### config.mk
export PLATFORM = sky130hd
export DESIGN_NAME = gradient_fan_color_shader_core_flat
export DESIGN_NICKNAME = d
export VERILOG_FILES = /design/src/hdl/gfcs_pkg.sv /design/src/hdl/gfcs_in_if.sv /design/src/hdl/gfcs_out_if.sv /design/src/hdl/gradient_fan_color_shader_core.sv /design/src/hdl/gfcs_ram.sv /design/src/hdl/gfcs_front.sv /design/src/hdl/gfcs_queue.sv /design/src/hdl/gfcs_back.sv /design/src/flat_wrapper.sv
export SDC_FILE = /design/constraint.sdc
export NUM_CORES = 2
export LEC_CHECK = 0
export CAP_MARGIN = 10
export CORE_AREA = 2 2 335 337
export CTS_BUF_LIST = sky130_fd_sc_hd__clkbuf_2 sky130_fd_sc_hd__clkbuf_4 sky130_fd_sc_hd__clkbuf_8
export DETAILED_ROUTE_END_ITERATION = 12
export DIE_AREA = 0 0 337 339
export DONT_BUFFER_PORTS = 1
export PLACE_DENSITY_LB_ADDON = 0.1
export SYNTH_ARGS = -nofsm -noshare
export SYNTH_HDL_FRONTEND = slang
export SYNTH_HIERARCHICAL = 1
export SYNTH_SLANG_ARGS = --single-unit
### constraint.sdc
create_clock -name clk -period 9.1 [get_ports clk]
set_input_delay 0.91 -clock clk [delete_from_list [all_inputs] [get_ports clk]]
set_output_delay 0.91 -clock clk [all_outputs]
set_load 0.01 [all_outputs]
### src/hdl/gfcs_pkg.sv
// Shared types and constants for the gradient fan colour shader.
// Used by the channel interfaces and by the gfcs_* modules apart from gfcs_ram; no dependencies.
package gfcs_pkg;

  // field widths
  localparam int CMD_W    = 2;
  localparam int SLOT_W   = 3;
  localparam int OFF_W    = 17;
  localparam int COL_W    = 24;
  localparam int PROJ_W   = 20;
  localparam int MEAN_W   = 20;
  localparam int CHAN_W   = 8;
  localparam int WALK_W   = 4;
  localparam int ENTRY_W  = OFF_W + COL_W;

  // configuration port
  localparam int CFG_DATA_W = 32;
  localparam int CFG_ADDR_W = 3;
  localparam logic REG_STOPS_IDX = 1'b0;   // paddr[2] of stops_in_use

  localparam int MAX_STOPS_DEF = 8;
  localparam logic [WALK_W-1:0] MIN_STOPS   = 4'd2;
  localparam logic [WALK_W-1:0] STOPS_RESET = 4'd2;

  // decoupling queue
  localparam int QUEUE_DEPTH = 4;
  localparam int QPTR_W      = 2;
  localparam int QCNT_W      = 3;

  // commands
  localparam logic [CMD_W-1:0] CMD_START = 2'd0;
  localparam logic [CMD_W-1:0] CMD_WRITE = 2'd1;
  localparam logic [CMD_W-1:0] CMD_SHADE = 2'd2;
  localparam logic [CMD_W-1:0] CMD_NONE  = 2'd3;

  // Q16 arithmetic
  localparam logic [OFF_W-1:0] Q16_ONE = 17'h10000;
  // floor(sum/3) = ((sum + 3*2^21) * ceil(2^25/3)) >> 25  - 2^21
  localparam int SUM_W  = PROJ_W + 2;
  localparam int BIAS_W = SUM_W + 1;
  localparam logic [BIAS_W-1:0] MEAN_BIAS   = 23'd6291456;
  localparam logic [23:0]       RECIP3      = 24'hAAAAAB;
  localparam int                RECIP_SHIFT = 25;
  localparam logic [SUM_W-1:0]  MEAN_UNBIAS = 22'd2097152;

  localparam int FRAC_W = 16;

  typedef struct packed {
    logic [CMD_W-1:0]         kind;
    logic [SLOT_W-1:0]        slot;
    logic [OFF_W-1:0]         offset;
    logic [COL_W-1:0]         color;
    logic signed [MEAN_W-1:0] mean;
  } item_t;

endpackage

### src/hdl/gfcs_in_if.sv
// Input channel of the shader: valid/ready handshake plus one command item.
// Depends on gfcs_pkg for field widths.
interface gfcs_in_if;
  logic                               valid;
  logic                               ready;
  logic [gfcs_pkg::CMD_W-1:0]         cmd;
  logic [gfcs_pkg::SLOT_W-1:0]        slot;
  logic [gfcs_pkg::OFF_W-1:0]         slot_offset;
  logic [gfcs_pkg::COL_W-1:0]         slot_color;
  logic signed [gfcs_pkg::PROJ_W-1:0] proj_apex;
  logic signed [gfcs_pkg::PROJ_W-1:0] proj_left;
  logic signed [gfcs_pkg::PROJ_W-1:0] proj_right;

  modport source (output valid, cmd, slot, slot_offset, slot_color,
                  proj_apex, proj_left, proj_right, input ready);
  modport sink   (input valid, cmd, slot, slot_offset, slot_color,
                  proj_apex, proj_left, proj_right, output ready);
endinterface

### src/hdl/gfcs_out_if.sv
// Result channel of the shader: valid/ready handshake plus one fill colour.
// Depends on gfcs_pkg for field widths.
interface gfcs_out_if;
  logic                         valid;
  logic                         ready;
  logic [gfcs_pkg::CHAN_W-1:0]  fill_red;
  logic [gfcs_pkg::CHAN_W-1:0]  fill_green;
  logic [gfcs_pkg::CHAN_W-1:0]  fill_blue;
  logic [gfcs_pkg::WALK_W-1:0]  segment_index;

  modport source (output valid, fill_red, fill_green, fill_blue, segment_index,
                  input ready);
  modport sink   (input valid, fill_red, fill_green, fill_blue, segment_index,
                  output ready);
endinterface

### src/hdl/gradient_fan_color_shader_core.sv
// Top level of the gradient fan colour shader: APB stop-count register,
// front end, decoupling queue and walk/blend engine.
// Depends on gfcs_pkg, gfcs_in_if, gfcs_out_if, gfcs_front, gfcs_queue, gfcs_back.
//
//  channel   dir  handshake            payload
//  in_ch     in   valid/ready          cmd, slot, slot_offset, slot_color, proj_*
//  out_ch    out  valid/ready          fill_red/green/blue, segment_index
//  cfg_*     in   APB psel/penable     stops_in_use at byte address 0
//
// The front end takes one item a cycle until the four-entry queue fills and
// forms the mean from a registered biased sum and reciprocal product. The
// engine does a stop write when idle and a start by reloading stop 0. A shade
// walks the stops (check, load), then blends between two stops, using the
// serial divider unless the fraction clamps, or fetches a fixed colour before
// the first stop or past the end. Reset is synchronous, active low, and clears
// the walk state; the stop table is undefined until written. A stalled result
// holds the engine in its final step while the front end still fills the queue.
module gradient_fan_color_shader_core #(
  parameter int MAX_STOPS = gfcs_pkg::MAX_STOPS_DEF
) (
  input  logic                              clk,
  input  logic                              rst_n,
  gfcs_in_if.sink                           in_ch,
  gfcs_out_if.source                        out_ch,
  input  logic                              cfg_psel,
  input  logic                              cfg_penable,
  input  logic                              cfg_pwrite,
  input  logic [gfcs_pkg::CFG_ADDR_W-1:0]   cfg_paddr,
  input  logic [gfcs_pkg::CFG_DATA_W-1:0]   cfg_pwdata,
  output logic [gfcs_pkg::CFG_DATA_W-1:0]   cfg_prdata,
  output logic                              cfg_pready
);

  logic [gfcs_pkg::WALK_W-1:0] stops_r;
  logic [gfcs_pkg::WALK_W-1:0] count;
  logic                        reg_hit;

  logic            push_valid, push_ready, pop_valid, pop_ready;
  gfcs_pkg::item_t push_item, pop_item;

  // byte lanes below bit 2 are ignored
  assign reg_hit    = (cfg_paddr[2] == gfcs_pkg::REG_STOPS_IDX);
  assign cfg_pready = 1'b1;
  assign cfg_prdata = reg_hit ? gfcs_pkg::CFG_DATA_W'(stops_r) : '0;

  always_ff @(posedge clk) begin
    if (!rst_n) begin
      stops_r <= gfcs_pkg::STOPS_RESET;
    end else if (cfg_psel && cfg_penable && cfg_pwrite && cfg_pready && reg_hit) begin
      stops_r <= cfg_pwdata[gfcs_pkg::WALK_W-1:0];
    end
  end

  // active stop count, clamped to 2..MAX_STOPS
  always_comb begin
    count = stops_r;
    if (stops_r < gfcs_pkg::MIN_STOPS) begin
      count = gfcs_pkg::MIN_STOPS;
    end else if (32'(stops_r) > MAX_STOPS) begin
      count = gfcs_pkg::WALK_W'(MAX_STOPS);
    end
  end

  gfcs_front u_front (
    .clk        (clk),
    .rst_n      (rst_n),
    .in_ch      (in_ch),
    .push_valid (push_valid),
    .push_item  (push_item),
    .push_ready (push_ready)
  );

  gfcs_queue u_queue (
    .clk        (clk),
    .rst_n      (rst_n),
    .push_valid (push_valid),
    .push_item  (push_item),
    .push_ready (push_ready),
    .pop_valid  (pop_valid),
    .pop_item   (pop_item),
    .pop_ready  (pop_ready)
  );

  gfcs_back #(
    .MAX_STOPS (MAX_STOPS)
  ) u_back (
    .clk       (clk),
    .rst_n     (rst_n),
    .count     (count),
    .pop_valid (pop_valid),
    .pop_item  (pop_item),
    .pop_ready (pop_ready),
    .out_ch    (out_ch)
  );

endmodule

### src/hdl/gfcs_ram.sv
// Generic single-write, single-read RAM with registered read data.
// No dependencies.
module gfcs_ram #(
  parameter int WIDTH = 8,
  parameter int DEPTH = 8
) (
  input  logic                     clk,
  input  logic                     we,
  input  logic [$clog2(DEPTH)-1:0] waddr,
  input  logic [WIDTH-1:0]         wdata,
  input  logic [$clog2(DEPTH)-1:0] raddr,
  output logic [WIDTH-1:0]         rdata
);

  logic [WIDTH-1:0] mem_r [DEPTH];
  logic [WIDTH-1:0] rdata_r;

  always_ff @(posedge clk) begin
    if (we) begin
      mem_r[waddr] <= wdata;
    end
    rdata_r <= mem_r[raddr];
  end

  assign rdata = rdata_r;

endmodule

### src/hdl/gfcs_front.sv
// Front end: takes items, drops unused commands, saturates stop offsets and
// works out the floored mean of the three projections in two stages.
// Depends on gfcs_pkg and gfcs_in_if.
module gfcs_front (
  input  logic           clk,
  input  logic           rst_n,
  gfcs_in_if.sink        in_ch,
  output logic           push_valid,
  output gfcs_pkg::item_t push_item,
  input  logic           push_ready
);

  logic                             s1_v_r, s1_v_nxt;
  gfcs_pkg::item_t                  s1_item_r;
  logic [gfcs_pkg::BIAS_W-1:0]      s1_u_r;
  logic                             s2_v_r, s2_v_nxt;
  gfcs_pkg::item_t                  s2_item_r;
  logic [gfcs_pkg::SUM_W-1:0]       s2_q_r;

  logic                             s1_go;
  logic                             in_take;
  logic signed [gfcs_pkg::SUM_W-1:0] sum;
  logic [gfcs_pkg::BIAS_W-1:0]      u_nxt;
  logic [gfcs_pkg::OFF_W-1:0]       off_sat;
  logic [gfcs_pkg::BIAS_W+24-1:0]   prod;
  gfcs_pkg::item_t                  s1_item_nxt;

  assign s1_go       = s1_v_r && (!s2_v_r || push_ready);
  assign in_ch.ready = !s1_v_r || s1_go;
  assign in_take     = in_ch.valid && in_ch.ready;

  always_comb begin
    sum = gfcs_pkg::SUM_W'(in_ch.proj_apex) + gfcs_pkg::SUM_W'(in_ch.proj_left)
        + gfcs_pkg::SUM_W'(in_ch.proj_right);
    // bias makes the sum non-negative so the reciprocal multiply floors it
    u_nxt   = {sum[gfcs_pkg::SUM_W-1], sum} + gfcs_pkg::MEAN_BIAS;
    off_sat = (in_ch.slot_offset > gfcs_pkg::Q16_ONE) ? gfcs_pkg::Q16_ONE
                                                       : in_ch.slot_offset;
    s1_item_nxt        = '0;
    s1_item_nxt.kind   = in_ch.cmd;
    s1_item_nxt.slot   = in_ch.slot;
    s1_item_nxt.offset = off_sat;
    s1_item_nxt.color  = in_ch.slot_color;
    prod = s1_u_r * gfcs_pkg::RECIP3;
  end

  always_comb begin
    s1_v_nxt = s1_v_r;
    if (in_take) begin
      s1_v_nxt = (in_ch.cmd != gfcs_pkg::CMD_NONE);
    end else if (s1_go) begin
      s1_v_nxt = 1'b0;
    end
    s2_v_nxt = s2_v_r;
    if (s1_go) begin
      s2_v_nxt = 1'b1;
    end else if (push_ready) begin
      s2_v_nxt = 1'b0;
    end
  end

  always_ff @(posedge clk) begin
    if (!rst_n) begin
      s1_v_r <= 1'b0;
      s2_v_r <= 1'b0;
    end else begin
      s1_v_r <= s1_v_nxt;
      s2_v_r <= s2_v_nxt;
    end
  end

  always_ff @(posedge clk) begin
    if (in_take) begin
      s1_item_r <= s1_item_nxt;
      s1_u_r    <= u_nxt;
    end
    if (s1_go) begin
      s2_item_r <= s1_item_r;
      s2_q_r    <= prod[gfcs_pkg::RECIP_SHIFT +: gfcs_pkg::SUM_W];
    end
  end

  always_comb begin
    push_item      = s2_item_r;
    push_item.mean = gfcs_pkg::MEAN_W'(s2_q_r - gfcs_pkg::MEAN_UNBIAS);
  end
  assign push_valid = s2_v_r;

endmodule

### src/hdl/gfcs_queue.sv
// Short FIFO between the front end and the walk/blend engine.
// Depends on gfcs_pkg.
module gfcs_queue (
  input  logic            clk,
  input  logic            rst_n,
  input  logic            push_valid,
  input  gfcs_pkg::item_t push_item,
  output logic            push_ready,
  output logic            pop_valid,
  output gfcs_pkg::item_t pop_item,
  input  logic            pop_ready
);

  gfcs_pkg::item_t               store_r [gfcs_pkg::QUEUE_DEPTH];
  logic [gfcs_pkg::QPTR_W-1:0]   wr_ptr_r, rd_ptr_r;
  logic [gfcs_pkg::QCNT_W-1:0]   cnt_r, cnt_nxt;
  logic                          push, pop;

  assign push_ready = (cnt_r != gfcs_pkg::QCNT_W'(gfcs_pkg::QUEUE_DEPTH));
  assign pop_valid  = (cnt_r != '0);
  assign push       = push_valid && push_ready;
  assign pop        = pop_valid && pop_ready;
  assign pop_item   = store_r[rd_ptr_r];

  always_comb begin
    cnt_nxt = cnt_r;
    if (push && !pop) begin
      cnt_nxt = cnt_r + 1'b1;
    end else if (pop && !push) begin
      cnt_nxt = cnt_r - 1'b1;
    end
  end

  always_ff @(posedge clk) begin
    if (!rst_n) begin
      wr_ptr_r <= '0;
      rd_ptr_r <= '0;
      cnt_r    <= '0;
    end else begin
      cnt_r <= cnt_nxt;
      if (push) begin
        wr_ptr_r <= wr_ptr_r + 1'b1;
      end
      if (pop) begin
        rd_ptr_r <= rd_ptr_r + 1'b1;
      end
    end
  end

  always_ff @(posedge clk) begin
    if (push) begin
      store_r[wr_ptr_r] <= push_item;
    end
  end

endmodule

### src/hdl/gfcs_back.sv
// Walk/blend engine: owns the stop table RAM, walks the stops, runs the
// serial Q16 divider and the per-channel blend, and holds the result register.
// Depends on gfcs_pkg, gfcs_ram and gfcs_out_if.
module gfcs_back #(
  parameter int MAX_STOPS = gfcs_pkg::MAX_STOPS_DEF
) (
  input  logic                        clk,
  input  logic                        rst_n,
  input  logic [gfcs_pkg::WALK_W-1:0] count,
  input  logic                        pop_valid,
  input  gfcs_pkg::item_t             pop_item,
  output logic                        pop_ready,
  gfcs_out_if.source                  out_ch
);

  localparam int AW = $clog2(MAX_STOPS);

  localparam logic [3:0] S_IDLE   = 4'd0;
  localparam logic [3:0] S_START  = 4'd1;
  localparam logic [3:0] S_CHECK  = 4'd2;
  localparam logic [3:0] S_LOAD   = 4'd3;
  localparam logic [3:0] S_DECIDE = 4'd4;
  localparam logic [3:0] S_FETCH  = 4'd5;
  localparam logic [3:0] S_DIV    = 4'd6;
  localparam logic [3:0] S_BLEND  = 4'd7;
  localparam logic [3:0] S_OUT    = 4'd8;

  localparam logic [1:0] CH_RED   = 2'd0;
  localparam logic [1:0] CH_GREEN = 2'd1;
  localparam logic [1:0] CH_BLUE  = 2'd2;

  localparam int OW = gfcs_pkg::OFF_W;
  localparam int CW = gfcs_pkg::COL_W;
  localparam int NW = gfcs_pkg::MEAN_W + 1;

  logic [3:0]                   state_r, state_nxt;
  logic [gfcs_pkg::WALK_W-1:0]  walk_r, walk_nxt, cnt_r, cnt_nxt, walk_inc;
  logic [OW-1:0]                lo_off_r, lo_off_nxt, up_off_r, up_off_nxt;
  logic [CW-1:0]                lo_col_r, lo_col_nxt, up_col_r, up_col_nxt;
  logic signed [gfcs_pkg::MEAN_W-1:0] mean_r, mean_nxt;
  logic [OW:0]                  rem_r, rem_nxt;
  logic [OW-1:0]                den_r, den_nxt;
  logic [gfcs_pkg::FRAC_W-1:0]  quo_r, quo_nxt;
  logic [OW-1:0]                s_r, s_nxt;
  logic [3:0]                   step_r, step_nxt;
  logic [1:0]                   chan_r, chan_nxt;
  logic [CW-1:0]                res_col_r, res_col_nxt;
  logic                         out_valid_r, out_valid_nxt;
  logic [gfcs_pkg::CHAN_W-1:0]  out_red_r, out_green_r, out_blue_r;
  logic [gfcs_pkg::WALK_W-1:0]  out_seg_r;

  logic                         ram_we;
  logic [AW-1:0]                rd_addr;
  logic [gfcs_pkg::ENTRY_W-1:0] rdata;
  logic [OW-1:0]                rd_off;
  logic [CW-1:0]                rd_col;
  logic                         slot_ok;
  logic                         res_load;

  logic signed [NW-1:0]         mean_s, up_s, num, den;
  logic [OW:0]                  r2;
  logic                         qbit;
  logic [gfcs_pkg::CHAN_W-1:0]  c0, c1;
  logic signed [8:0]            diff;
  logic signed [26:0]           prod, blend;

  gfcs_ram #(
    .WIDTH (gfcs_pkg::ENTRY_W),
    .DEPTH (MAX_STOPS)
  ) u_stop_ram (
    .clk   (clk),
    .we    (ram_we),
    .waddr (AW'(32'(pop_item.slot))),
    .wdata ({pop_item.offset, pop_item.color}),
    .raddr (rd_addr),
    .rdata (rdata)
  );

  assign rd_off  = rdata[CW +: OW];
  assign rd_col  = rdata[CW-1:0];
  assign slot_ok = (32'(pop_item.slot) < MAX_STOPS);

  always_comb begin
    mean_s = NW'(mean_r);
    up_s   = $signed(NW'(up_off_r));
    num    = mean_s - $signed(NW'(lo_off_r));
    den    = up_s - $signed(NW'(lo_off_r));
    r2     = {rem_r[OW-1:0], 1'b0};
    qbit   = (r2 >= {1'b0, den_r});
    case (chan_r)
      CH_RED: begin
        c0 = lo_col_r[23:16];
        c1 = up_col_r[23:16];
      end
      CH_GREEN: begin
        c0 = lo_col_r[15:8];
        c1 = up_col_r[15:8];
      end
      default: begin
        c0 = lo_col_r[7:0];
        c1 = up_col_r[7:0];
      end
    endcase
    diff  = $signed({1'b0, c1}) - $signed({1'b0, c0});
    prod  = diff * $signed({1'b0, s_r});
    // c0 + floor((c1-c0)*s / 2^16)
    blend = $signed(27'(c0)) + (prod >>> gfcs_pkg::FRAC_W);
  end

  always_comb begin
    state_nxt   = state_r;
    walk_nxt    = walk_r;
    cnt_nxt     = cnt_r;
    lo_off_nxt  = lo_off_r;
    up_off_nxt  = up_off_r;
    lo_col_nxt  = lo_col_r;
    up_col_nxt  = up_col_r;
    mean_nxt    = mean_r;
    rem_nxt     = rem_r;
    den_nxt     = den_r;
    quo_nxt     = quo_r;
    s_nxt       = s_r;
    step_nxt    = step_r;
    chan_nxt    = chan_r;
    res_col_nxt = res_col_r;
    pop_ready   = 1'b0;
    ram_we      = 1'b0;
    rd_addr     = '0;
    res_load    = 1'b0;
    walk_inc    = walk_r + 1'b1;

    case (state_r)
      S_IDLE: begin
        if (pop_valid) begin
          pop_ready = 1'b1;
          case (pop_item.kind)
            gfcs_pkg::CMD_START: begin
              state_nxt = S_START;
            end
            gfcs_pkg::CMD_WRITE: begin
              ram_we = slot_ok;
            end
            gfcs_pkg::CMD_SHADE: begin
              mean_nxt  = pop_item.mean;
              cnt_nxt   = count;
              walk_nxt  = (walk_r > count) ? count : walk_r;
              state_nxt = S_CHECK;
            end
            default: ;
          endcase
        end
      end
      S_START: begin
        walk_nxt   = '0;
        lo_off_nxt = '0;
        up_off_nxt = rd_off;
        lo_col_nxt = rd_col;
        up_col_nxt = rd_col;
        state_nxt  = S_IDLE;
      end
      S_CHECK: begin
        if (walk_r < cnt_r && up_s < mean_s) begin
          walk_nxt = walk_inc;
          if (walk_inc >= cnt_r) begin
            state_nxt = S_DECIDE;
          end else begin
            lo_off_nxt = up_off_r;
            lo_col_nxt = up_col_r;
            rd_addr    = AW'(32'(walk_inc));
            state_nxt  = S_LOAD;
          end
        end else begin
          state_nxt = S_DECIDE;
        end
      end
      S_LOAD: begin
        up_off_nxt = rd_off;
        up_col_nxt = rd_col;
        state_nxt  = S_CHECK;
      end
      S_DECIDE: begin
        chan_nxt = CH_RED;
        if (walk_r == '0) begin
          state_nxt = S_FETCH;
        end else if (walk_r >= cnt_r) begin
          rd_addr   = AW'(32'(cnt_r - 1'b1));
          state_nxt = S_FETCH;
        end else if (num <= 0) begin
          s_nxt     = '0;
          state_nxt = S_BLEND;
        end else if (num >= den) begin
          // also covers equal and descending offsets
          s_nxt     = gfcs_pkg::Q16_ONE;
          state_nxt = S_BLEND;
        end else begin
          rem_nxt   = num[OW:0];
          den_nxt   = den[OW-1:0];
          quo_nxt   = '0;
          step_nxt  = '0;
          state_nxt = S_DIV;
        end
      end
      S_FETCH: begin
        res_col_nxt = rd_col;
        state_nxt   = S_OUT;
      end
      S_DIV: begin
        rem_nxt  = qbit ? (r2 - {1'b0, den_r}) : r2;
        quo_nxt  = {quo_r[gfcs_pkg::FRAC_W-2:0], qbit};
        step_nxt = step_r + 1'b1;
        if (step_r == 4'(gfcs_pkg::FRAC_W - 1)) begin
          s_nxt     = {1'b0, quo_nxt};
          state_nxt = S_BLEND;
        end
      end
      S_BLEND: begin
        chan_nxt = chan_r + 1'b1;
        case (chan_r)
          CH_RED:   res_col_nxt[23:16] = blend[7:0];
          CH_GREEN: res_col_nxt[15:8]  = blend[7:0];
          default:  res_col_nxt[7:0]   = blend[7:0];
        endcase
        if (chan_r == CH_BLUE) begin
          state_nxt = S_OUT;
        end
      end
      S_OUT: begin
        if (!out_valid_r || out_ch.ready) begin
          res_load  = 1'b1;
          state_nxt = S_IDLE;
        end
      end
      default: begin
        state_nxt = S_IDLE;
      end
    endcase

    out_valid_nxt = out_valid_r;
    if (res_load) begin
      out_valid_nxt = 1'b1;
    end else if (out_ch.ready) begin
      out_valid_nxt = 1'b0;
    end
  end

  always_ff @(posedge clk) begin
    if (!rst_n) begin
      state_r     <= S_IDLE;
      walk_r      <= '0;
      lo_off_r    <= '0;
      up_off_r    <= '0;
      lo_col_r    <= '0;
      up_col_r    <= '0;
      out_valid_r <= 1'b0;
    end else begin
      state_r     <= state_nxt;
      walk_r      <= walk_nxt;
      lo_off_r    <= lo_off_nxt;
      up_off_r    <= up_off_nxt;
      lo_col_r    <= lo_col_nxt;
      up_col_r    <= up_col_nxt;
      out_valid_r <= out_valid_nxt;
    end
  end

  always_ff @(posedge clk) begin
    cnt_r     <= cnt_nxt;
    mean_r    <= mean_nxt;
    rem_r     <= rem_nxt;
    den_r     <= den_nxt;
    quo_r     <= quo_nxt;
    s_r       <= s_nxt;
    step_r    <= step_nxt;
    chan_r    <= chan_nxt;
    res_col_r <= res_col_nxt;
    if (res_load) begin
      out_red_r   <= res_col_r[23:16];
      out_green_r <= res_col_r[15:8];
      out_blue_r  <= res_col_r[7:0];
      out_seg_r   <= walk_r;
    end
  end

  assign out_ch.valid         = out_valid_r;
  assign out_ch.fill_red      = out_red_r;
  assign out_ch.fill_green    = out_green_r;
  assign out_ch.fill_blue     = out_blue_r;
  assign out_ch.segment_index = out_seg_r;

`ifndef ASSERT_OFF
  a_pop_only_idle: assert property (@(posedge clk) disable iff (!rst_n)
    (pop_valid && pop_ready) |-> (state_r == S_IDLE))
    else $error("item taken from queue while engine busy");

  a_seg_in_range: assert property (@(posedge clk) disable iff (!rst_n)
    res_load |-> (walk_r <= cnt_r))
    else $error("segment index beyond stop count");

  a_load_after_check: assert property (@(posedge clk) disable iff (!rst_n)
    (state_r == S_LOAD) |-> ($past(state_r) == S_CHECK))
    else $error("stop load without walk step");

  a_result_once: assert property (@(posedge clk) disable iff (!rst_n)
    res_load |=> (state_r == S_IDLE))
    else $error("result register loaded outside final step");
`endif

endmodule

### src/flat_wrapper.sv
// flat-port wrapper written by rule: the top's interface ports become plain ports
module gradient_fan_color_shader_core_flat 
#(
  parameter int MAX_STOPS = gfcs_pkg::MAX_STOPS_DEF
)
  (clk, rst_n, cfg_psel, cfg_penable, cfg_pwrite, cfg_paddr, cfg_pwdata, cfg_prdata, cfg_pready, in_ch_valid, in_ch_cmd, in_ch_slot, in_ch_slot_offset, in_ch_slot_color, in_ch_proj_apex, in_ch_proj_left, in_ch_proj_right, in_ch_ready, out_ch_valid, out_ch_fill_red, out_ch_fill_green, out_ch_fill_blue, out_ch_segment_index, out_ch_ready);
  gfcs_in_if in_ch_i ();
  gfcs_out_if out_ch_i ();
  input  logic clk;
  input  logic rst_n;
  input  logic cfg_psel;
  input  logic cfg_penable;
  input  logic cfg_pwrite;
  input  logic [gfcs_pkg::CFG_ADDR_W-1:0] cfg_paddr;
  input  logic [gfcs_pkg::CFG_DATA_W-1:0] cfg_pwdata;
  output logic [gfcs_pkg::CFG_DATA_W-1:0] cfg_prdata;
  output logic cfg_pready;
  input wire logic [$bits(in_ch_i.valid)-1:0] in_ch_valid;
  input wire logic [$bits(in_ch_i.cmd)-1:0] in_ch_cmd;
  input wire logic [$bits(in_ch_i.slot)-1:0] in_ch_slot;
  input wire logic [$bits(in_ch_i.slot_offset)-1:0] in_ch_slot_offset;
  input wire logic [$bits(in_ch_i.slot_color)-1:0] in_ch_slot_color;
  input wire logic [$bits(in_ch_i.proj_apex)-1:0] in_ch_proj_apex;
  input wire logic [$bits(in_ch_i.proj_left)-1:0] in_ch_proj_left;
  input wire logic [$bits(in_ch_i.proj_right)-1:0] in_ch_proj_right;
  output wire logic [$bits(in_ch_i.ready)-1:0] in_ch_ready;
  output wire logic [$bits(out_ch_i.valid)-1:0] out_ch_valid;
  output wire logic [$bits(out_ch_i.fill_red)-1:0] out_ch_fill_red;
  output wire logic [$bits(out_ch_i.fill_green)-1:0] out_ch_fill_green;
  output wire logic [$bits(out_ch_i.fill_blue)-1:0] out_ch_fill_blue;
  output wire logic [$bits(out_ch_i.segment_index)-1:0] out_ch_segment_index;
  input wire logic [$bits(out_ch_i.ready)-1:0] out_ch_ready;
  assign in_ch_i.valid = in_ch_valid;
  assign in_ch_i.cmd = in_ch_cmd;
  assign in_ch_i.slot = in_ch_slot;
  assign in_ch_i.slot_offset = in_ch_slot_offset;
  assign in_ch_i.slot_color = in_ch_slot_color;
  assign in_ch_i.proj_apex = in_ch_proj_apex;
  assign in_ch_i.proj_left = in_ch_proj_left;
  assign in_ch_i.proj_right = in_ch_proj_right;
  assign in_ch_ready = in_ch_i.ready;
  assign out_ch_valid = out_ch_i.valid;
  assign out_ch_fill_red = out_ch_i.fill_red;
  assign out_ch_fill_green = out_ch_i.fill_green;
  assign out_ch_fill_blue = out_ch_i.fill_blue;
  assign out_ch_segment_index = out_ch_i.segment_index;
  assign out_ch_i.ready = out_ch_ready;
  gradient_fan_color_shader_core #(.MAX_STOPS(MAX_STOPS)) u_core (.clk(clk), .rst_n(rst_n), .in_ch(in_ch_i), .out_ch(out_ch_i), .cfg_psel(cfg_psel), .cfg_penable(cfg_penable), .cfg_pwrite(cfg_pwrite), .cfg_paddr(cfg_paddr), .cfg_pwdata(cfg_pwdata), .cfg_prdata(cfg_prdata), .cfg_pready(cfg_pready));
endmodule
**Word level (Yosys, flattened, before mapping)**

Memories as Yosys holds them, arrays and structs flattened. A register that Yosys moved wholly into a read port is not among the register bits.
Cells that the tools add are included.

- Register bits after elaboration: 387
- Bits in writable memories: 592
- Word-level logic and storage cells: 232
- Memories kept: 2

- Add/sub/neg operators: 17
- Multiply operators: 2
- Magnitude comparators: 11
- Eq/ne operators: 32
- Mux-type cells: 81
- Bitwise operators: 5
- Reductions and logical operators: 44

Memory list:

| memory | depth | width | rd ports | clocked after memory_dff | wr ports | line | text |
|---|---|---|---|---|---|---|---|
| u_core.u_back.u_stop_ram.mem_r | 8 | 41 | 1 | 1 | 1 | gfcs_ram.sv:15 | `logic [WIDTH-1:0] mem_r [DEPTH];` |
| u_core.u_queue.store_r | 4 | 66 | 1 | 1 | 1 | gfcs_queue.sv:14 | `gfcs_pkg::item_t store_r [gfcs_pkg::QUEUE_DEPTH];` |

Operator list:

| operator | count |
|---|---|
| two-way mux 17 bit | 12 |
| one-hot mux 17 bit (2 select lines) | 3 |
| one-hot mux 24 bit (2 select lines) | 2 |
| two-way mux 4 bit | 16 |
| two-way mux 15 bit | 4 |
| two-way mux 24 bit | 2 |
| multiplier 23 x 24 -> 45 bit, second input constant | 1 |
| one-hot mux 4 bit (8 select lines) | 1 |
| one-hot mux 8 bit (2 select lines) | 2 |
| one-hot mux 15 bit (2 select lines) | 1 |
| AND reduction 5 bit | 5 |
| multiplier 9 x 18 -> 24 bit | 1 |
| two-way mux 8 bit | 3 |
| != test 2 bit, second input constant | 12 |
| adder 22 x 22 -> 23 bit, second input constant | 1 |
| adder 21 x 20 -> 22 bit | 1 |
| adder 20 x 20 -> 21 bit | 1 |
| >= comparator 21 x 18 -> 1 bit | 1 |
| <= comparator 21 x 1 -> 1 bit, second input constant | 1 |
| two-way mux 3 bit | 7 |
| subtractor 20 x 18 -> 21 bit | 1 |
| < comparator 18 x 20 -> 1 bit | 1 |
| subtractor 20 x 1 -> 20 bit, second input constant | 1 |
| two-way mux 1 bit | 19 |
| other kinds (40) | 93 |

**Logic depth before layout (Yosys ltp)**

- Word-level depth: 8
- Mapped depth: 42
- Depth with buffers taken out: 40

**Hierarchy**

The synthesis kept the hierarchy.

By module, submodules not included:

| module | instances | cells an instance | area an instance (um2) | seq. area each (um2) |
|---|---|---|---|---|
| gfcs_back | 1 | 1869 | 18102.4 | 6266.0 |
| gfcs_ram | 1 | 528 | 13492.9 | 10670.2 |
| gfcs_front | 1 | 1058 | 12931.2 | 4093.9 |
| gfcs_queue | 1 | 392 | 9997.1 | 8107.8 |
| gradient_fan_color_shader_core | 1 | 59 | 459.2 | 80.1 |

**Worst setup path after synthesis**

OpenSTA, ideal clock, no wires.

- Path type: register -> register
- Start: reg u_core.u_back.chan_r[0]
- End: reg u_core.u_back.res_col_r[23], data pin
- Arrival time: 8.656 ns
- Required time: 8.846 ns
- Path slack: 0.190 ns
- Cell stages (with the launch flop): 41
- Buffers on the path: 3
- Clock period less this slack: 8.910 ns
- Cell sequence: edfxtp_1 > ha_1 > buf_2 > nor2_4 > clkbuf_1 > nand2_1 > nand2_1 > ha_1 > inv_1 > fa_1 > and2_1 > nand2_1 > nand2_1 > a31oi_1 > xnor2_1 > clkbuf_1 > nand2_1 > fa_1 > [5 not listed] > fa_1 > inv_1 > ha_1 > nand3_1 > nor4_1 > o31ai_4 > nand2_1 > xor2_1 > ha_1 > a21o_1 > a21oi_1 > inv_1 > maj3_1 > a21oi_1 > o21ai_0 > xor2_1 > nor2_2 > a21o_1

- Cells in the longest elaborated chain, start to end: 7

RTL lines:

| item | line | text |
|---|---|---|
| from (decl) | gfcs_back.sv:46 | `logic [1:0] chan_r, chan_nxt;` |
| from (signal assigned) | gfcs_back.sv:274 | `chan_r <= chan_nxt;` |
| == test 2 x 1 -> 1 bit / zero test 2 bit (equally long branches) | gfcs_back.sv:90 | `case (chan_r)` |
| one-hot mux 8 bit (2 select lines) | gfcs_back.sv:90 |  |
| subtractor 8 x 8 -> 9 bit | gfcs_back.sv:104 | `diff = $signed({1'b0, c1}) - $signed({1'b0, c0});` |
| multiplier 9 x 18 -> 24 bit | gfcs_back.sv:105 | `prod = diff * $signed({1'b0, s_r});` |
| adder 8 bit * | gfcs_back.sv:107 | `blend = $signed(27'(c0)) + (prod >>> gfcs_pkg::FRAC_W);` |
| two-way mux 8 bit * | gfcs_back.sv:218 | `case (chan_r)` |
| one-hot mux 24 bit (2 select lines) * | gfcs_back.sv:132 | `case (state_r)` |
| via u_core.u_back.res_col_nxt[23] | gfcs_back.sv:47 | `logic [CW-1:0] res_col_r, res_col_nxt;` |
| to (signal assigned) | gfcs_back.sv:275 | `res_col_r <= res_col_nxt;` |
| to (decl) | gfcs_back.sv:47 |  |

Mark *: on every way through the listed nets, which the timed path passes. The rest lies on a longest branch. The select of a mux whose other input is x is not followed.
A chain may end at the register's enable or synchronous reset.

**Final worst setup path**

- Start: reg u_core.u_back.chan_r[0]
- End: reg u_core.u_back.res_col_r[7], data pin

The elaborated chain is that of the path after synthesis.

==> flow_summary.json <==
{
  "cts_tree": "yes",
  "path_class": "reg -> reg",
  "setup_ws_ps": 360,
  "grt_util_met3_pct": 3.56,
  "worstHoldPathType": "in -> reg",
  "io_pins": 211,
  "post-synth-top-area-fraction_pct": 47.8,
  "pre_cts_slack_ps": 153,
  "slew_headroom_pct": 24.7,
  "maxCapViolCount": 0,
  "worst_path_largest_cell_delay_ps": 560,
  "drc": 0,
  "grt.busiest_layer": "met2",
  "period_needed_ps": 8740,
  "async_flop_share_pct": 0,
  "yosysWarnings": 6,
  "fin_setup_tns_ps": 0,
  "syn-instance-count": 3906,
  "wirelength_um": 115000,
  "place_area_mm2": 0.0568,
  "tightest_slew_ps": 1130,
  "avgViaCountPerCell": 5.39,
  "cts.sinks": 1022,
  "finalNetCount": 4839,
  "avgSynthCellArea_um2": 14.1,
  "dp_cells": 5339,
  "antenna_found_initial": 8,
  "setup_viol": 0,
  "synth_top_area_cell": "edfxtp_1",
  "fill_cells": 9150,
  "grt_max_degree": 70,
  "dpl.hpwl_um": 80500,
  "path_delay_family": "adder cells",
  "ys_ff_latch": 1022,
  "synth_area_leaders": "edfxtp_1 (48%), fa_1 (10%), ha_1 (9.0%)",
  "area_growth_pct": 9.89,
  "hold-path-cell-count": 0,
  "netlist_area_mm2": 0.0550,
  "hold_viol": 0,
  "cp-end-kind": "register",
  "path_buf_inv": 6,
  "first_global_vias": 31600,
  "cts-root-buf": "clkbuf_8",
  "clockBufferDepth": 3,
  "start_kind": "register",
  "drive_gt1_share_pct": 13.3,
  "track_usage_pct": 20.7,
  "rr_worst_depth": 34,
  "numCtsBuffers": 166,
  "firstDrtPassIters": 6,
  "place.gp.congestion": 0.831,
  "path_clk_slew_ps": 60,
  "slew_violations": 0,
  "core_mm2": 0.110,
  "synth_cell_types": 105,
  "final_cells": 5650,
  "num_rows": 122,
  "grt_util_met1_pct": 29.8,
  "finClkSkew_ps": 40.2,
  "initial_core_util_pct": 49.8,
  "wl_per_cell_um": 20.4,
  "drtIter0Drc": 1967,
  "synth_edf_count": 875,
  "io_buffers": 0,
  "cts_htree_levels": 4,
  "worstPathMaxFanout": 13,
  "die_area_mm2": 0.114,
  "grt_overflow": 0,
  "crit_cells": 34,
  "postRouteAntennaNets": 0,
  "die_width_um": 337,
  "clk_latency_ps": 830,
  "required_ps": 9640,
  "grt_pass1_wl_um": 181000,
  "max_freq_ghz": 0.114,
  "vias": 30500,
  "period_share_pct": 96.0,
  "design_area_mm2": 0.0604,
  "die_h_um": 339,
  "crit_slowest_cell": "fa_1",
  "cpMostUsedCell": "fa_1",
  "synth-main-ff-cell": "edfxtp_1",
  "grtUsageMet2_pct": 32.5,
  "cp.arrival_ps": 9280,
  "yosysSeqAreaShare_pct": 53.1,
  "outcome": "complete, no violations"
}
## stage by stage
| step | util [%] | hold slack, ps |
|---|---|---|
| floorplan | - | 400 |
| global placement | 51.4 | 403 |
| detailed placement | 51.4 | 405 |
| CTS | 54.6 | 77.7 |
| global route | 54.7 | 107 |
| finish | 54.7 | 174 |
## registers in the layout (all words and copies together) (netlist names), 24 cells and up, named ones only
register / count
u_core/u_back/lo_col_r: 24
u_core/u_back/res_col_r: 24
u_core/u_back/u_stop_ram/mem_r: 328
u_core/u_back/u_stop_ram/rdata: 41
u_core/u_back/up_col_r: 24
u_core/u_front/push_item: 46
u_core/u_front/s1_item_r: 46
u_core/u_queue/store_r: 264
## what timing repair did
item	4_1_cts	5_1_grt
hold buffers	0	0
resized for setup	0	24
endpoints found under the setup margin	0	12
setup buffers	0	2
## path summary, 6_finish.rpt
path	to	from	slack [ps]
hold reg to reg	u_core/u_front/push_item[23]	u_core/u_front/s1_item_r[23]	420
hold / removal	u_core/u_front/s1_item_r[24]	in_ch_slot_color[4]	170
setup / recovery	u_core/u_back/res_col_r[7]	u_core/u_back/chan_r[0]	360
setup reg to reg	u_core/u_back/res_col_r[7]	u_core/u_back/chan_r[0]	360
## metal layers
layer	vias up	part of all wire, %	routed length, µm
li1	14400	-	-
met4	0	1.8	2050
met3	147	4.7	5410
met1	15200	47	53800
met5	-	0	0
met2	659	47	54100
## synth_stat cells (6+ instances only)
master / instances
o21a_1: 23
a22oi_1: 7
a22o_1: 28
mux2_2: 42
nor2b_1: 42
inv_1: 438
ha_1: 394
buf_6: 16
clkbuf_1: 69
a31oi_1: 16
and3_1: 28
nand2b_1: 34
a21o_1: 37
nand2_1: 284
o21bai_1: 9
nand3b_1: 8
nor4_1: 12
o211ai_1: 12
and2_1: 92
or2_2: 11
buf_4: 32
a21boi_0: 21
buf_1: 12
o21ai_0: 80
or4_1: 6
or3_1: 8
o31ai_1: 29
nor3_1: 39
fa_1: 276
xor2_1: 41
a211oi_1: 17
edfxtp_1: 875
dfxtp_1: 147
mux4_2: 68
mux2i_1: 43
nor2_1: 118
mux4_1: 80
nand4_1: 20
buf_2: 12
nand3_1: 52
xnor2_1: 68
a21oi_1: 144
## cell usage in the layout (no fill, tap or decap), drive strengths merged, types with 43 or more instances in the layout
cell type  Yosys  layout
ha           394     394
inv          439     447
fa           276     276
mux4         148     148
dfxtp        147     147
edfxtp       875     875
mux2i         43      43
nand3         55      55
and2          92      92
nor2         120     120
xnor2         68      68
a21oi        147     147
nand2        284     284
clkbuf        70     252
buf           72      62
o21ai         87      87
## layout make-up
class	instances	area (µm²)	area share (%)
flip-flops and latches	1022	29200	48.4
multi-input cells	2330	23700	39.2
clock buffers	252	3030	5.02
well taps	1488	1860	3.08
inverters	439	1650	2.73
repair buffers	62	498	0.824
clock inverters	53	480	0.795
diodes	4	10.0	0.0166
## kinds of logic after synthesis
| family | after synthesis | share of synthesized area, % |
|---|---|---|
| flops | 1022 | 53.1 |
| simple gates | 787 | 7.15 |
| fa+ha+maj | 671 | 19.0 |
| buf+inv | 581 | 4.43 |
| compound gates | 500 | 6.20 |
| mux | 233 | 8.25 |
| xor+xnor | 110 | 1.78 |
| other cells | 2 | 0.0137 |
Power is not shown: default switching activity piles up to over one toggle a cycle in this logic, so the estimate is an artifact.
